## config.mk

```make
export PLATFORM = sky130hd
export DESIGN_NAME = uper_integer_encoder
export DESIGN_NICKNAME = d
export VERILOG_FILES = /design/src/sv/upie_pkg.sv /design/src/sv/upie_prep.sv /design/src/sv/upie_enc.sv /design/src/sv/upie_out.sv /design/src/sv/uper_integer_encoder.sv
export SDC_FILE = /design/constraint.sdc
export NUM_CORES = 1
export LEC_CHECK = 0
export ABC_AREA = 1
export BUFFER_PORTS_ARGS = -buffer_cell sky130_fd_sc_hd__buf_2
export CAP_MARGIN = 20
export CORE_MARGIN = 2
export CORE_UTILIZATION = 45
export CTS_CLUSTER_SIZE = 30
export DETAILED_ROUTE_END_ITERATION = 10
export GPL_TIMING_DRIVEN = 0
export HOLD_SLACK_MARGIN = 0.08
export SYNTH_ARGS = -nofsm -noshare
export SYNTH_HDL_FRONTEND = slang
export SYNTH_SLANG_ARGS = --single-unit
```

## constraint.sdc

```tcl
create_clock -name clk -period 10 [get_ports clk]
set_input_delay 1 -clock clk [delete_from_list [all_inputs] [get_ports clk]]
set_output_delay 1 -clock clk [all_outputs]
set_load 0.01 [all_outputs]
```

## src/sv/upie_pkg.sv

```systemverilog
// ----------------------------------------------------------------------------
// upie_pkg
// Shared types, codes and helpers for the unaligned PER integer encoder.
// ----------------------------------------------------------------------------
package upie_pkg;

  // field widths
  localparam int unsigned ACT_W    = 2;
  localparam int unsigned VAL_W    = 64;
  localparam int unsigned LEN_W    = 7;
  localparam int unsigned OCTN_W   = 4;
  localparam int unsigned SMALL_W  = 6;
  localparam int unsigned IN_TDATA_W  = 3 * VAL_W;
  localparam int unsigned OUT_TDATA_W = 72;

  // chunk lengths for the fixed-size chunks
  localparam logic [LEN_W-1:0] SMALL_LEN   = 7'd7;
  localparam logic [LEN_W-1:0] LENOCT_LEN  = 7'd8;
  localparam logic [LEN_W-1:0] FLAGOCT_LEN = 7'd9;

  // encoding modes carried in tuser
  localparam logic [ACT_W-1:0] ACT_CONSTRAINED = 2'd0;
  localparam logic [ACT_W-1:0] ACT_SMALL       = 2'd1;
  localparam logic [ACT_W-1:0] ACT_UNCON       = 2'd2;

  // operands after the first stage
  typedef struct packed {
    logic [ACT_W-1:0] action;
    logic [VAL_W-1:0] value;
    logic [VAL_W-1:0] diff;
    logic [VAL_W-1:0] range;
  } prep_t;

  // one or two chunks of one item
  typedef struct packed {
    logic [VAL_W-1:0] data0;
    logic [LEN_W-1:0] len0;
    logic [VAL_W-1:0] data1;
    logic [LEN_W-1:0] len1;
    logic             two;
  } chunk_pair_t;

  // ones in the low len bits, len in 0..64
  function automatic logic [VAL_W-1:0] low_mask(input logic [LEN_W-1:0] len);
    logic [VAL_W-1:0] m;
    m = '0;
    for (int i = 0; i < VAL_W; i++) begin
      m[i] = (LEN_W'(i) < len);
    end
    return m;
  endfunction

endpackage

```

## src/sv/upie_prep.sv

```systemverilog
// ----------------------------------------------------------------------------
// upie_prep
// Input register: takes one item and forms value - lower and upper - lower.
// ----------------------------------------------------------------------------
module upie_prep
  import upie_pkg::*;
(
  input  logic             clk,
  input  logic             rst,
  input  logic             in_valid,
  output logic             in_ready,
  input  logic [ACT_W-1:0] in_action,
  input  logic [VAL_W-1:0] in_value,
  input  logic [VAL_W-1:0] in_lower,
  input  logic [VAL_W-1:0] in_upper,
  output logic             out_valid,
  input  logic             out_ready,
  output prep_t            out_item
);

  logic  valid;
  prep_t item;

  // stage moves when empty or when the next stage takes the item
  assign in_ready  = !valid || out_ready;
  assign out_valid = valid;
  assign out_item  = item;

  // control and payload registers, wrapped 64-bit differences
  always_ff @(posedge clk) begin
    if (rst) begin
      valid <= 1'b0;
    end else if (in_ready) begin
      valid <= in_valid;
    end
    if (in_valid && in_ready) begin
      item.action <= in_action;
      item.value  <= in_value;
      item.diff   <= in_value - in_lower;
      item.range  <= in_upper - in_lower;
    end
  end

endmodule

```

## src/sv/upie_enc.sv

```systemverilog
// ----------------------------------------------------------------------------
// upie_enc
// Chunk former: bit length of the range, octet count, masking per mode.
// ----------------------------------------------------------------------------
module upie_enc
  import upie_pkg::*;
(
  input  prep_t       item,
  output chunk_pair_t pair
);

  logic [LEN_W-1:0]  range_bits;
  logic [VAL_W-1:0]  mag;
  logic [OCTN_W-1:0] octn;
  logic [LEN_W-1:0]  data_len;
  logic              is_small;

  // position of the highest set bit of the range, plus one
  always_comb begin
    range_bits = '0;
    for (int i = 0; i < VAL_W; i++) begin
      if (item.range[i]) begin
        range_bits = LEN_W'(i + 1);
      end
    end
  end

  // minimal two's-complement octet count, 1..8
  always_comb begin
    mag  = item.value[VAL_W-1] ? ~item.value : item.value;
    octn = OCTN_W'(1);
    for (int k = 1; k < 8; k++) begin
      if ((mag >> (8 * k - 1)) != '0) begin
        octn = OCTN_W'(k + 1);
      end
    end
  end

  assign data_len = LEN_W'({octn, 3'b000});
  assign is_small = (item.value[VAL_W-1:SMALL_W] == '0);

  // chunk selection per mode
  always_comb begin
    pair.data1 = item.value & low_mask(data_len);
    pair.len1  = data_len;
    pair.two   = 1'b1;
    case (item.action)
      ACT_CONSTRAINED: begin
        pair.data0 = item.diff & low_mask(range_bits);
        pair.len0  = range_bits;
        pair.two   = 1'b0;
      end
      ACT_SMALL: begin
        if (is_small) begin
          pair.data0 = VAL_W'(item.value[SMALL_W-1:0]);
          pair.len0  = SMALL_LEN;
          pair.two   = 1'b0;
        end else begin
          pair.data0 = VAL_W'({1'b1, 4'b0000, octn});
          pair.len0  = FLAGOCT_LEN;
        end
      end
      default: begin
        pair.data0 = VAL_W'({4'b0000, octn});
        pair.len0  = LENOCT_LEN;
      end
    endcase
  end

endmodule

```

## src/sv/upie_out.sv

```systemverilog
// ----------------------------------------------------------------------------
// upie_out
// Result register: holds one item's chunks and sends them one per beat.
// ----------------------------------------------------------------------------
module upie_out
  import upie_pkg::*;
(
  input  logic             clk,
  input  logic             rst,
  input  logic             in_valid,
  output logic             in_ready,
  input  chunk_pair_t      in_pair,
  output logic             out_valid,
  input  logic             out_ready,
  output logic [VAL_W-1:0] out_data,
  output logic [LEN_W-1:0] out_len,
  output logic             out_last
);

  logic        valid;
  logic        phase;
  chunk_pair_t pair;

  // second chunk follows only for two-chunk items
  assign out_last  = !pair.two || phase;
  assign out_valid = valid;
  assign out_data  = phase ? pair.data1 : pair.data0;
  assign out_len   = phase ? pair.len1  : pair.len0;
  assign in_ready  = !valid || (out_ready && out_last);

  // load a new pair once the last chunk leaves, else step to the second chunk
  always_ff @(posedge clk) begin
    if (rst) begin
      valid <= 1'b0;
      phase <= 1'b0;
    end else if (in_ready) begin
      valid <= in_valid;
      phase <= 1'b0;
    end else if (out_ready) begin
      phase <= 1'b1;
    end
    if (in_valid && in_ready) begin
      pair <= in_pair;
    end
  end

endmodule

```

## src/sv/uper_integer_encoder.sv

```systemverilog
// An accepted item is held in the input register, passes the combinational
// chunk former and is registered in the result register, from which its
// chunks leave. One item per cycle is taken when it gives a single chunk and
// the result port does not stall; an item with a length chunk and a data chunk
// blocks new items until its data chunk has left the single result channel.
// Reset clears the valid bits of both pipeline registers; the data is not reset.
// ----------------------------------------------------------------------------
// uper_integer_encoder
// Unaligned PER integer encoder: constrained, normally-small, unconstrained.
// ----------------------------------------------------------------------------
module uper_integer_encoder
  import upie_pkg::*;
(
  input  logic                   clk,
  input  logic                   rst,
  input  logic                   s_axis_tvalid,
  output logic                   s_axis_tready,
  input  logic [IN_TDATA_W-1:0]  s_axis_tdata,  // value, lower_bound, upper_bound
  input  logic [ACT_W-1:0]       s_axis_tuser,  // action
  output logic                   m_axis_tvalid,
  input  logic                   m_axis_tready,
  output logic [OUT_TDATA_W-1:0] m_axis_tdata,  // chunk_data, chunk_length, zero pad
  output logic                   m_axis_tlast   // last_chunk
);

  logic             prep_valid;
  logic             out_ready;
  prep_t            prep_item;
  chunk_pair_t      pair;
  logic [VAL_W-1:0] chunk_data;
  logic [LEN_W-1:0] chunk_length;

  // input register and subtractors
  upie_prep u_prep (
    .clk       (clk),
    .rst       (rst),
    .in_valid  (s_axis_tvalid),
    .in_ready  (s_axis_tready),
    .in_action (s_axis_tuser),
    .in_value  (s_axis_tdata[VAL_W-1:0]),
    .in_lower  (s_axis_tdata[2*VAL_W-1:VAL_W]),
    .in_upper  (s_axis_tdata[3*VAL_W-1:2*VAL_W]),
    .out_valid (prep_valid),
    .out_ready (out_ready),
    .out_item  (prep_item)
  );

  // chunk forming
  upie_enc u_enc (
    .item (prep_item),
    .pair (pair)
  );

  // result register and chunk sequencing
  upie_out u_out (
    .clk       (clk),
    .rst       (rst),
    .in_valid  (prep_valid),
    .in_ready  (out_ready),
    .in_pair   (pair),
    .out_valid (m_axis_tvalid),
    .out_ready (m_axis_tready),
    .out_data  (chunk_data),
    .out_len   (chunk_length),
    .out_last  (m_axis_tlast)
  );

  assign m_axis_tdata = {1'b0, chunk_length, chunk_data};

endmodule

```

==> key figures <==
Cells and area
  • Finished Layout Cells: between 3k and 4k
  • Multi-input gate area: approximately 0.0086 mm²
  • Final nets: ~2.9k
  • Final core utilization: between 50% and 60%
  • Fraction of layout cells with a size suffix above 1: around 17%
  • Synth-to-Final Area Change: 17.2%
  • FILL cells: roughly 4.2k
  • Sequential Area: 0.0101 mm²

Clock tree
  • Post-CTS Resized: 0
  • Post-CTS Setup Bufs: 0
  • CTS tree: built
  • Cts hold-fix bufs: 0
  • Clk root buf: clkbuf_16
  • Num Clock Sinks: approximately 340
  • TritonCTS Buffers: 38
  • Clk slew on worst S/H paths: approximately 0.06 ns
  • Clock buffer depth: 3
  • Worst-Skew Late Latency: 0.54 ns
  • H-tree depth: 2

STA
  • RSZ-0062 raised after global routing: no
  • Final Max Tran Viols: 0
  • Fin. Hold Viols: 0
  • Clk_skew: approximately 0.023 ns
  • Final worst path period share: 59.2%
  • Setup Viol. Count Final: 0
  • Fmax: 169 MHz
  • Slew headroom: just over 30%
  • Fin crit period: just under 6 ns
  • Worst-Margin Slew: around 1.0 ns
  • Worst Hold Slack: 0.515 ns

Power
  • Pwr/cell area: roughly 170 mW/mm²
  • Max IR drop VDD: roughly 0.11 mV
  • Total power: around 4 mW
  • Static leakage: between 10 and 15 nW

Global routing
  • First-pass GRT wire length: roughly 82000 µm
  • Total grt overflow: 0
  • Vias in the first global route: about 15k
  • Grt met2 use: roughly 37%
  • Largest net degree at the start of global routing: around 100
  • Met1 Use GR: a little under a third
  • Total GRT Usage: between 20% and 30%
  • GR peak layer: met2
  • Initial antenna violation count: 1
  • Grt met3 use: about 3.4%

Yosys
  • Syn_area_per_cell: between 9 and 10 µm²
  • Post-synthesis net count: approximately 2.5k
  • Number of synthesized flops with an enable pin: between 300 and 400
  • Post-synth top cells: 552 x nand2_1, 334 x edfxtp_1, 333 x inv_1
  • Post-synthesis cell area: roughly 0.020 mm²
  • Area leader, netlist: edfxtp_1
  • Synth Register Bits: roughly 340
  • Ys async rst share: 0%
  • Distinct cell type count after synthesis: 60
  • Top_reg_cell synth: edfxtp_1
  • Largest cells by area after synthesis: edfxtp_1 50%, nand2_1 10%, ha_1 7.9%
  • Most numerous cell in the Yosys netlist: nand2_1
  • Register area share after synthesis: 50.3%
  • Synth Instances: about 2.2k
  • Synthesis Warnings: 0
  • Post-synth top area share: ~50%

Die
  • Die area: about 0.046 mm²
  • Row cnt: between 70 and 80
  • Die width: around 220 µm
  • Initial Util: 45.5%
  • Die H: about 220 µm
  • Number of top-level pins: between 200 and 300
  • Core area: around 0.044 mm²

Routing
  • WL final: between 50000 and 60000 µm
  • DR vias: approximately 16k
  • Final routed DRC violation total: 0
  • Vias per Instance: ~5.0
  • Drt wl/cell: 17.0 µm
  • ANT nets after route: 0
  • Initial DRC count: around 1.1k
  • TritonRoute pass-1 iters: 5

Setup path
  • Setup crit start kind: input port
  • CP arrival: about 6.2 ns
  • Setup CP Type: input port to flip-flop
  • Crit Path Max Fanout: 4
  • Number of buffers and inverters on the critical path: 6
  • Cell family with most CP delay: compound AO/OA/AOI/OAI gates
  • Crit path largest cell delay: ~0.37 ns
  • R2R Setup Slk: between 5 and 6 ns
  • Crit end category: flip-flop
  • CP required: approximately 10 ns
  • RR Startpoint: u_prep.out_item[2]$_DFFE_PP_
  • R2R cell count: 66
  • Max stage delay cell, worst path: a21oi_1
  • Crit Reg-Reg Endpoint: u_out.pair[81]$_DFFE_PP_
  • Most used cell along the critical path: a21oi_1

Placement
  • # placed instances: approximately 3k
  • Final HPWL DP: 42000 µm
  • IO buf count: between 200 and 300
  • Routability Congestion: ~0.9

Status
  • Status: finished, final reports clean

Min path
  • Type of the worst min-delay path: flip-flop to flip-flop
  • HP Start: u_out.out_valid$_SDFFE_PP0P_
  • Hold depth: 2
  • Hold Path End: u_out.phase$_SDFFE_PP0P_

Flow run
  • Max-cap violation count: 0
## state kept, by name, summed over array words and instances, names as in the netlist
register / flops
u_out.out_valid: 1
u_out.pair: 140
u_prep.out_item: 194
u_out.phase: 1
u_prep.out_valid: 1
## worst register-to-register path, delay by kind of cell, from the launching register on
family	cells	cell delay, ns
flip-flops	1	0.39
AND/OR/NAND/NOR	65	4.29
buffers and inverters	1	0.07
## per-stage QoR
| stage | TNS [ns] | setup slack (ns) | instance area [µm²] |
|---|---|---|---|
| floorplan | 0 | 2.31 | 20100 |
| global placement | -134.91 | -0.976 | 22200 |
| detailed placement | 0 | 3.47 | 22300 |
| CTS | 0 | 4.02 | 23500 |
| global route | 0 | 3.44 | 23500 |
| finish | 0 | 4.08 | 23500 |
## placed cells by master (no fill, tap or decap), drive strengths merged, types with 2 or more instances in the layout
cell type | Yosys | layout
a21oi | 186 | 186
o21a | 9 | 9
xor2 | 100 | 100
nand3 | 37 | 37
clkbuf | 28 | 79
fa | 2 | 2
o211ai | 13 | 13
and2 | 3 | 3
o41ai | 6 | 6
a21boi | 4 | 4
nand2 | 595 | 595
buf | 6 | 284
ha | 127 | 127
o31ai | 7 | 7
nor4 | 24 | 24
bufinv | 0 | 2
o21ai | 42 | 42
nor3 | 14 | 14
xnor2 | 26 | 26
clkinv | 3 | 19
a21o | 3 | 3
edfxtp | 334 | 334
o311ai | 3 | 3
inv | 338 | 338
nor2 | 216 | 216
dfxtp | 3 | 3
a31oi | 26 | 26
nand3b | 2 | 2
nand4 | 34 | 34
o21bai | 7 | 7
## worst max-delay path by stage
| stage | from | to | slack (ns) | depth (start not counted) |
|---|---|---|---|---|
| global placement | u_out.phase$_SDFFE_PP0P_ | u_out.pair[43]$_DFFE_PP_ | -0.98 | 7 |
| detailed placement | s_axis_tdata[65] | u_prep.out_item[63]$_DFFE_PP_ | 3.47 | 34 |
| floorplan | m_axis_tready | u_out.pair[0]$_DFFE_PP_ | 2.31 | 4 |
| CTS | s_axis_tdata[65] | u_prep.out_item[63]$_DFFE_PP_ | 4.02 | 34 |
| global route | s_axis_tdata[65] | u_prep.out_item[63]$_DFFE_PP_ | 3.44 | 34 |
| finish | s_axis_tdata[66] | u_prep.out_item[63]$_DFFE_PP_ | 4.08 | 34 |
## per-layer routing
layer | vias up | share of wire, %
met5 | - | 0
met4 | 0 | 2.6
met3 | 82 | 5.8
met2 | 483 | 46
met1 | 7285 | 45
li1 | 8015 | -
## layout make-up
class / instances / share of cell area [%]
flip-flops and latches: 337 / 42.9
multi-input cells: 1498 / 36.4
repair buffers: 279 / 6.33
inverters: 341 / 5.48
clock buffers: 50 / 4.51
well taps: 592 / 3.15
clock inverters: 19 / 0.612
plain buffers: 34 / 0.601
diodes: 1 / 0.0106
## logic make-up after synthesis
| group | synth area share [%] |
|---|---|
| flops | 50.3 |
| xor+xnor | 5.50 |
| fa+ha+maj | 8.12 |
| buf+inv | 7.08 |
| other cells | 0.0187 |
| compound gates | 9.80 |
| simple gates | 19.2 |
## power by group
group          switching (mW)  internal [mW]  total (mW)
registers              0.0543           1.73        1.78
logic                   0.487          0.272       0.759
clock network           0.573          0.798        1.37
total                    1.11           2.80        3.91
Note: power is estimated with default switching activity, not from simulation.
